--- src/hw/rtl/hierarchical_handle_table_assert.svh ---
// assertion macros for the handle table
`ifndef HIERARCHICAL_HANDLE_TABLE_ASSERT_SVH
`define HIERARCHICAL_HANDLE_TABLE_ASSERT_SVH

// same-cycle implication
`define HHT_ASSERT_NOW(lbl, ante, cons, msg) \
  lbl: assert property (@(posedge clk) disable iff (rst) (ante) |-> (cons)) else $error(msg);

// next-cycle implication
`define HHT_ASSERT_NEXT(lbl, ante, cons, msg) \
  lbl: assert property (@(posedge clk) disable iff (rst) (ante) |=> (cons)) else $error(msg);

`endif

--- src/hw/rtl/hht_pkg.sv ---
// shared types and codes of the handle table
`timescale 1ns / 1ps
`default_nettype none
package hht_pkg;

  localparam int REQ_W  = 3;
  localparam int IDX_W  = 10;
  localparam int TYPE_W = 9;
  localparam int OBJ_W  = 64;
  localparam int FLAG_W = 64;
  localparam int STAT_W = 3;

  typedef enum logic [REQ_W-1:0] {
    REQ_OPEN     = 3'd0,
    REQ_USE      = 3'd1,
    REQ_RCLOSE   = 3'd2,
    REQ_COMPLETE = 3'd3,
    REQ_CLOSE    = 3'd4
  } req_code_t;

  typedef enum logic [STAT_W-1:0] {
    ST_OK        = 3'd0,
    ST_NOT_FOUND = 3'd1,
    ST_CLOSING   = 3'd2,
    ST_HELD      = 3'd3,
    ST_FULL      = 3'd4,
    ST_NULL      = 3'd5
  } status_code_t;

  typedef enum logic [3:0] {
    S_CLEAR,
    S_IDLE,
    S_DECODE,
    S_RD_WAIT,
    S_EXEC,
    S_TOP,
    S_SUB,
    S_LEAF_WAIT,
    S_LEAF_CHK,
    S_RESP
  } state_t;

  typedef struct packed {
    logic         cap;
    logic         clear_wr;
    logic         addr_req;
    logic         top_init;
    logic         top_next;
    logic         top_take;
    logic         sub_next;
    logic         sub_take;
    logic         leaf_next;
    logic         open_write;
    logic         exec;
    logic         set_code;
    status_code_t code;
    logic         emit;
  } dp_cmd_t;

  typedef struct packed {
    logic clear_last;
    logic is_open;
    logic obj_zero;
    logic top_ok;
    logic top_last;
    logic sub_ok;
    logic sub_last;
    logic leaf_free;
    logic leaf_last;
    logic out_free;
  } dp_stat_t;

endpackage
`default_nettype wire

--- src/hw/rtl/hht_ctrl.sv ---
// control state machine of the handle table
`timescale 1ns / 1ps
`default_nettype none
`include "hierarchical_handle_table_assert.svh"
module hht_ctrl import hht_pkg::*; (
  input  wire logic     clk,
  input  wire logic     rst,
  input  wire logic     in_valid,
  output logic          in_ready,
  input  wire dp_stat_t st,
  output dp_cmd_t       cmd
);

  state_t state, state_next;

  always_ff @(posedge clk) begin
    if (rst) begin
      state <= S_CLEAR;
    end else begin
      state <= state_next;
    end
  end

  always_comb begin
    state_next = state;
    cmd        = '0;
    cmd.code   = ST_OK;
    in_ready   = 1'b0;
    unique case (state)
      S_CLEAR: begin
        cmd.clear_wr = 1'b1;
        if (st.clear_last) state_next = S_IDLE;
      end
      S_IDLE: begin
        in_ready = 1'b1;
        if (in_valid) begin
          cmd.cap    = 1'b1;
          state_next = S_DECODE;
        end
      end
      S_DECODE: begin
        if (st.is_open) begin
          if (st.obj_zero) begin
            cmd.set_code = 1'b1;
            cmd.code     = ST_NULL;
            state_next   = S_RESP;
          end else begin
            cmd.top_init = 1'b1;
            state_next   = S_TOP;
          end
        end else begin
          cmd.addr_req = 1'b1;
          state_next   = S_RD_WAIT;
        end
      end
      S_RD_WAIT: state_next = S_EXEC;
      S_EXEC: begin
        cmd.exec   = 1'b1;
        state_next = S_RESP;
      end
      S_TOP: begin
        if (st.top_ok) begin
          cmd.top_take = 1'b1;
          state_next   = S_SUB;
        end else if (st.top_last) begin
          cmd.set_code = 1'b1;
          cmd.code     = ST_FULL;
          state_next   = S_RESP;
        end else begin
          cmd.top_next = 1'b1;
        end
      end
      S_SUB: begin
        if (st.sub_ok) begin
          cmd.sub_take = 1'b1;
          state_next   = S_LEAF_WAIT;
        end else if (st.sub_last) begin
          cmd.set_code = 1'b1;
          cmd.code     = ST_FULL;
          state_next   = S_RESP;
        end else begin
          cmd.sub_next = 1'b1;
        end
      end
      S_LEAF_WAIT: state_next = S_LEAF_CHK;
      S_LEAF_CHK: begin
        if (st.leaf_free) begin
          cmd.open_write = 1'b1;
          state_next     = S_RESP;
        end else if (st.leaf_last) begin
          cmd.set_code = 1'b1;
          cmd.code     = ST_FULL;
          state_next   = S_RESP;
        end else begin
          cmd.leaf_next = 1'b1;
          state_next    = S_LEAF_WAIT;
        end
      end
      S_RESP: begin
        if (st.out_free) begin
          cmd.emit   = 1'b1;
          state_next = S_IDLE;
        end
      end
      default: state_next = S_CLEAR;
    endcase
  end

  `HHT_ASSERT_NEXT(a_clear_holds, (state == S_CLEAR) && !st.clear_last, state == S_CLEAR, "clear pass left early")
  `HHT_ASSERT_NEXT(a_resp_waits, (state == S_RESP) && !st.out_free, state == S_RESP, "result dropped")
  `HHT_ASSERT_NEXT(a_full_resp, (state == S_TOP) && !st.top_ok && st.top_last, state == S_RESP, "full scan did not end")

endmodule
`default_nettype wire

--- config.mk ---
export PLATFORM = sky130hd
export DESIGN_NAME = hht_ctrl
export DESIGN_NICKNAME = d
export VERILOG_FILES = /design/src/hw/rtl/hht_pkg.sv /design/src/hw/rtl/hht_ctrl.sv
export VERILOG_INCLUDE_DIRS = /design/src /design/src/hw/rtl
export SDC_FILE = /design/constraint.sdc
export NUM_CORES = 1
export LEC_CHECK = 0
export BUFFER_PORTS_ARGS = -buffer_cell sky130_fd_sc_hd__buf_2
export CORE_AREA = 2 2 39 41
export DETAILED_ROUTE_END_ITERATION = 8
export DIE_AREA = 0 0 41 43
export GPL_TIMING_DRIVEN = 0
export PLACE_DENSITY = 0.84
export SYNTH_ARGS = -nofsm -noshare
export SYNTH_HDL_FRONTEND = slang
export SYNTH_SLANG_ARGS = --single-unit
--- constraint.sdc ---
create_clock -name clk -period 2.69 [get_ports clk]
set_input_delay 0.269 -clock clk [delete_from_list [all_inputs] [get_ports clk]]
set_output_delay 0.269 -clock clk [all_outputs]
set_load 0.05 [all_outputs]
== Yosys cells after proc, flatten, opt, wreduce, memory -nomap -nowiden ==
Index checks and enable logic that the tools add are counted.
Storage, ports and cells
  register bits: 4
  latch bits: 0
  RAM bits: 0
  ROM bits: 0
  word-level logic and storage cells: 61
  memories: 0
Cells by class
  $add $sub $neg: 0
  multipliers: 0
  divide/modulo/power cells: 0
  order comparisons: 0
  eq/ne operators: 14
  shift-type cells: 0
  mux-type cells: 44
  bitwise operators: 0
  reductions and logical operators: 2
Operator list (number)
  4-bit 2-to-1 mux: 19
  4-bit one-hot mux with 10 select lines: 1
  1-bit 2-to-1 mux: 19
  4-bit by 3-bit == test with 1-bit output (second input constant): 4
  4-bit one-hot mux with 4 select lines: 1
  4-bit by 2-bit == test with 1-bit output (second input constant): 2
  4-bit == test (second input constant): 2
  2-bit 2-to-1 mux: 4
  2-bit inequality test (second input constant): 3
  3-bit inequality test (second input constant): 2
  5-bit AND reduction: 1
  4-bit by 1-bit == test with 1-bit output (second input constant): 1
  4-bit zero test: 1

== Longest topological paths before layout ==
Gate-level depths: netlist of run 1.
  depth after elaboration: 3
  mapped depth: 6
  depth with buffers taken out: 5

== Least setup slack after synthesis of run 1 ==
OpenSTA, ideal clock, no wires.
  kind: register -> output
  start: register state[0]
  end: output port cmd[15] in the netlist's numbering
  arrival time: 2.899 ns
  setup slack: -0.478 ns
  stages on the path, launching flop included: 4
  buffers on the path: 1
  cell sequence: dfxtp_1 -> buf_2 -> nor4b_1 -> and2_1
RTL lines
  start, declared: RTL line hht_ctrl.sv:14  | state_t state, state_next;
  start signal, assigned: RTL line hht_ctrl.sv:20  | state <= state_next;
  end, declared: RTL line hht_ctrl.sv:11  | output dp_cmd_t cmd

==> results.yml, run 1 <==
status:
  status: "complete, no violations"
pwr:
  p_seq_frac: 0.186
  power_density_nw_per_um2: 736
  sw_frac_of_total: 0.546
  switching_power_w: 0.000301
  internal_power_w: 0.000250
  p_leak_nw: 0.361
  p_comb_frac: 0.683
  clkPwrFrac: 0.131
  irDropWorstVdd_mv: 0.425
final_layout:
  layout_common_cells: "buf_2 (31), nor2_1 (10), inv_1 (6)"
  utilization: 0.541
  largestRegisters: "state x4"
  largest_reg_flops: 4
  layout-drive-gt1-share: 0.391
  area_growth_pct: 33.8
  layout.nets: 125
  mostFrequentLayoutCell: "buf_2"
  seqCellArea_sq_um: 80.1
  antenna_cells: 0
  multiInputGateArea_sq_um: 425
  stdcell_area_sq_um: 748
  final_cell_count_no_fill: 126
  fill_cells: 149
  top_register: "state"
setup_path:
  endpoint: "cmd[4]"
  crit_slowest_cell: "dfxtp_1"
  endpoint_kind: "output port"
  path_max_fanout: 10
  critPathLaunch: "state[3]"
  slowest_delay_ns: 0.40
  reg2reg_depth: 5
  reg2reg_slack_ns: 1.14
  path_cells: "clkbuf_1 -> nand2b_1 -> nor3_1 -> a32oi_1 -> nand2_1 -> buf_4 -> buf_2"
  critPathRequiredTime_ns: 2.42
  path_class: "reg2out"
  cp.arrival_ns: 1.91
  start_kind: "flop"
  timing.rr.start: "state[2]"
  reg2reg_to: "state[1]"
logic_synthesis:
  ys_seq_area_frac: 0.143
  ys_ff_latch: 4
  synth_area_sq_um: 559
  synth_fa_ha_area_frac: 0
  synthCells: 79
  postSynthAreaPerCell_sq_um: 7.08
  synthFlopType: "dfxtp_1"
  synth_edf_count: 0
  synthXorXnorAreaFrac: 0
  async_flop_share: 0
  synth.distinct_cells: 39
  synth_compound_area_frac: 0.215
  syn_nets: 92
  synth.area.mux_share: 0.0380
  synth-warning-count: 0
  yosys.area_share.simple: 0.490
  synth_top_family_by_area: "simple AND/OR/NAND/NOR gates"
sta:
  timing.fmax_mhz: 458
  timing.final.crit_share: 0.811
  drv_slew: 0
  fin_worst_skew_ns: 0.00206
  finalSetupViolations: 0
  grt_setup_unrepaired: "false"
  hold_viol: 0
  setup_tns_ns: 0
  finalCriticalPeriod_ns: 2.18
placed_design:
  dpl-instance-area_sq_um: 726
  dp.cells: 123
  place_hpwl_microns: 1190
  place.gp.congestion: 0.832
  io_buffers: 28
run:
  maxCapViolCount: 0
cts:
  clock_latency_ns: 0.23
  ctsResizeCount: 0
  hold_buffers: 0
  post_cts_buffers: 0
  htreeDepth: 1
  clkSinkCount: 4
  clk_pin_slew_ns: 0.04
  cts_buffers: 3
  tritoncts: "yes"
  clock_path_buffers: 2
  root_buffer: "clkbuf_4"
min_path:
  hold_path.class: "in2reg"
  min-delay-start: "rst"
floorplanning:
  dieHeight_microns: 43
  start_util: 0.404
  die_area_sq_um: 1760
  ios: 30
  core_area_sq_um: 1380
  rows: 14
  floorplan.die.width_microns: 41
drt:
  wl_per_cell_microns: 11.7
  drt-initial-drc-count: 14
  via_per_inst: 5.47
  route.final.wire_length_microns: 1480
  remaining_drc_errors: 0
  num_vias: 689
  ant_nets: 0
  first_pass_iters: 4
global_route:
  grt_max_degree: 11
  antenna_found_initial: 0
  grt_pass1_wl_microns: 2230
  grt_pass1_vias: 582
  grt_usage: 0.182
  grt_overflow: 0
-- worst max-delay path: cells and delay by family (launching register included) --
| kind | cells | cell delay (ns) |
|---|---|---|
| flip-flops | 1 | 0.40 |
| AND/OR/NAND/NOR | 3 | 0.37 |
| AO/OA/AOI/OAI | 1 | 0.21 |
| buffers and inverters | 3 | 0.69 |
-- synth_stat cells (2+ instances only) --
library cell | number | share of area
dfxtp_1 | 4 | 0.14
or3b_2 | 2 | 0.031
nor2_1 | 10 | 0.067
a31oi_1 | 3 | 0.034
nor3_1 | 3 | 0.027
nand4bb_1 | 2 | 0.040
and2_1 | 3 | 0.034
nand2b_1 | 3 | 0.034
o21ai_0 | 2 | 0.018
buf_2 | 3 | 0.027
nand2_1 | 3 | 0.020
buf_4 | 2 | 0.027
nor2b_1 | 2 | 0.022
nor4_1 | 3 | 0.034
nor4b_1 | 2 | 0.031
inv_1 | 6 | 0.040
a21oi_1 | 4 | 0.036
-- final cells by class --
type                       count  area share
buffer                         6      0.0452
clock buffer                   3      0.0301
inverter                       7      0.0351
multi-input combinational     62       0.569
sequential                     4       0.107
tap                           16      0.0268
timing repair buffer          28       0.187
-- power by group through the flow --
stage | Combinational, W | Sequential [W] | Clock, W
2_1_floorplan | 0.000302 | 0.0000948 | 0
3_3_place_gp | 0.000365 | 0.000102 | 0
3_5_place_dp | 0.000375 | 0.000103 | 0
4_1_cts | 0.000376 | 0.000102 | 0.0000744
5_1_grt | 0.000405 | 0.000106 | 0.0000821
6_report | 0.000376 | 0.000103 | 0.0000719
-- through the flow --
| stage | power [W] | setup WS [ns] | hold WS (ns) |
|---|---|---|---|
| 2_1_floorplan | 0.000396 | 0.0704 | 0.335 |
| 3_3_place_gp | 0.000467 | 0.804 | 0.501 |
| 3_5_place_dp | 0.000478 | 0.764 | 0.497 |
| 4_1_cts | 0.000552 | 0.502 | 0.256 |
| 5_1_grt | 0.000593 | 0.325 | 0.263 |
| 6_report | 0.000551 | 0.508 | 0.267 |
-- kinds of logic (layout without fill, tap and decap cells) --
logic type,after synthesis,in the layout
other,1,1
buffers and inverters,13,44
AOI/OAI and AO/OA,17,17
and+or+nand+nor,42,42
muxes,2,2
DFF,4,4
-- worst min path at each step --
stage / end / slack [ns] / depth (start not counted)
after floorplan: state[1] / 0.34 / 1
after CTS: state[1] / 0.26 / 2
after global placement: state[1] / 0.50 / 2
after global routing: state[1] / 0.26 / 2
final: state[1] / 0.27 / 2
after detailed placement: state[1] / 0.50 / 2
-- routing by layer --
layer,vias up,part of all wire,wire (microns),GRT usage
met3,2,0.046,68,0.0524
met4,0,0.0081,12,0.0733
met1,313,0.43,638,0.199
met2,23,0.51,755,0.306
li1,351,-,-,-
met5,-,0,0,0
Note: power is estimated with default switching activity, not from simulation.
==> run 2, diff against run 1 <==
Settings changed: ABC_AREA set to 1, CORE_AREA 2 2 39 41 to not set, CORE_MARGIN set to 2, CORE_UTILIZATION set to 39, DIE_AREA 0 0 41 43 to not set, PLACE_DENSITY 0.84 to 0.82.
Clock period 2.69 ns to 1.8 ns, I/O delays scaled along.
==> run 2 against run 1 <==
Clock power grew 54%. Die area increased by 0.25%. Count of clock-buffer cells in the layout is the same. Hold slack got worse by 0.13 ns. Area after synthesis up 0.89%. Non-clock buffer count did not move. Core utilization increased by 8.1 points. Cell count rose by 21%. Final area is 11% higher. Critical path depth grew 1. First-iteration DRC count is 71% higher.
==> results.yml, run 2 <==
status:
  status: "complete, no violations"
logic_synthesis:
  synth_area_leaders: "nand2_1 (16%), dfxtp_1 (14%), inv_1 (14%), nor2_4 (10%), nor2_1 (9.3%)"
  synth_area_sq_um: 564
  netlist_top_cells_count: "nand2_1 (24), inv_1 (21), nor2_1 (14), nand3_1 (10), nor2_4 (5)"
  postSynthAreaPerCell_sq_um: 5.48
  synth.most_common_cell: "nand2_1"
  synth.distinct_cells: 18
  ys_ff_latch: 4
  syn_nets: 116
  synthFlopType: "dfxtp_1"
  synth-warning-count: 0
  ys_seq_area_frac: 0.142
  synth_edf_count: 0
  synth_area_leader_cell: "nand2_1"
  async_flop_share: 0
  synth.top_cell.area_share: 0.160
  synthCells: 103
cts:
  clock_latency_ns: 0.23
  root_buffer: "clkbuf_4"
  clk_pin_slew_ns: 0.04
  clock_path_buffers: 2
  tritoncts: "yes"
  clkSinkCount: 4
  htreeDepth: 1
  cts_buffers: 3
drt:
  ant_nets: 0
  remaining_drc_errors: 0
  num_vias: 737
  route.final.wire_length_microns: 1620
  drt-initial-drc-count: 24
  first_pass_iters: 4
  wl_per_cell_microns: 10.6
  via_per_inst: 4.82
floorplanning:
  floorplan.die.width_microns: 42.0
  start_util: 0.423
  dieHeight_microns: 42.0
  die_area_sq_um: 1770
  ios: 30
  core_area_sq_um: 1330
  rows: 13
final_layout:
  largest_reg_flops: 4
  largestRegisters: "state x4"
  layout.nets: 153
  layout-drive-gt1-share: 0.442
  top_register: "state"
  area_growth_pct: 47.0
  mostFrequentLayoutCell: "buf_2"
  final_cell_count_no_fill: 153
  fill_cells: 138
  layout_common_cells: "buf_2 (26), nand2_1 (23), inv_1 (21)"
  antenna_cells: 0
  utilization: 0.622
pwr:
  p_leak_nw: 0.532
  power_density_nw_per_um2: 1100
  power_w: 0.000914
  irDropWorstVdd_mv: 1.02
setup_path:
  path_cells: "inv_2 -> nor2_4 -> nand2_2 -> nor2_4 -> inv_1 -> o2111ai_4 -> buf_6 -> buf_6"
  critPathBufInv: 4
  cp.arrival_ns: 1.53
  critPathRequiredTime_ns: 1.62
  crit_slowest_cell: "dfxtp_4"
  path_class: "reg2out"
  path_max_fanout: 6
  endpoint_kind: "output port"
  start_kind: "flop"
  critPathTopFamily: "simple AND/OR/NAND/NOR gates"
  slowest_delay_ns: 0.39
sta:
  drv_slew: 0
  fin_worst_skew_ns: 0.00220
  setup_tns_ns: 0
  timing.fmax_mhz: 586
  finalCriticalPeriod_ns: 1.71
  timing.final.crit_share: 0.947
  grt_setup_unrepaired: "false"
  hold_viol: 0
  finalSetupViolations: 0
global_route:
  grt_pass1_vias: 667
  antenna_found_initial: 0
  grt_max_degree: 8
  grt_usage: 0.184
  grt_overflow: 0
  grt_pass1_wl_microns: 2590
placed_design:
  place.gp.congestion: 0.862
  io_buffers: 28
  place_hpwl_microns: 1230
  dp.cells: 146
run:
  maxCapViolCount: 0
min_path:
  hold_path.class: "in2reg"
[run 2: changes by cell type after synthesis, moves of 4 or more]
cell     before  now
nand2_1       3   24
inv_1         6   21
nand3_1       1   10
nor2_4        0    5
inv_2         0    4
nor2_1       10   14
[run 2: power by group]
| part | internal [W] | switching, W | total (W) |
|---|---|---|---|
| Combinational | 0.000188 | 0.000443 | 0.000631 |
| Clock | 0.0000746 | 0.0000364 | 0.000111 |
| Sequential | 0.000118 | 0.0000541 | 0.000172 |
[run 2: kinds of logic (layout without fill, tap and decap cells)]
group           after synthesis  after routing  share of synthesized area
simple gates                 65             65                      0.594
buf+inv                      27             62                      0.193
compound gates                6              6                     0.0643
flops                         4              4                      0.142
other cells                   1              1                    0.00665
[run 2: path summary, 6_finish.rpt]
kind,to,slack [ns],cells after the start,from
min reg2reg,state[2],0.51,2,state[2]
max,cmd[4],0.09,8,state[1]
min,state[2],0.14,2,rst
max reg2reg,state[0],0.47,9,state[2]
[run 2: timing repair]
item | 4_1_cts | 5_1_grt
setup buffers | 0 | 4
endpoints found under the setup margin | 2 | 2
resized for setup | 4 | 6
pin swaps | 0 | 2
hold buffers | 0 | 0
gates cloned | 0 | 0
[run 2: metal layers]
layer  vias up  global-route usage  part of all wire
met3         4              0.0259             0.076
met5         -                   0                 0
li1        383                   -                 -
met2        32               0.313              0.48
met4         0              0.0875             0.019
met1       318               0.225              0.42
[run 2: worst register-to-register path: stages, from the launching register on]
cell and delay (ns):
dfxtp_2 0.39, inv_1 0.10, nor2_4 0.15, buf_4 0.14
nand3_2 0.09, nand3_2 0.11, inv_2 0.04, nand2_2 0.06
nand2_1 0.05, a21oi_1 0.13
[run 2: cell type report]
class | instances | area (sq um) | share of cell area
clock buffers | 3 | 22.5 | 0.0271
flip-flops and latches | 4 | 86.3 | 0.104
repair buffers | 32 | 179 | 0.216
inverters | 25 | 93.8 | 0.113
plain buffers | 2 | 18.8 | 0.0226
multi-input cells | 72 | 410 | 0.495
well taps | 15 | 18.8 | 0.0226
[run 2: per-stage QoR]
step                      cell area, sq um  hold slack, ns  setup WS, ns
final                                  830           0.137        0.0947
after global routing                   830           0.139       0.00915
after CTS                              779           0.132        0.0182
after detailed placement               749           0.388         0.114
after global placement                 749           0.391         0.142
after floorplan                        591           0.249       0.00314
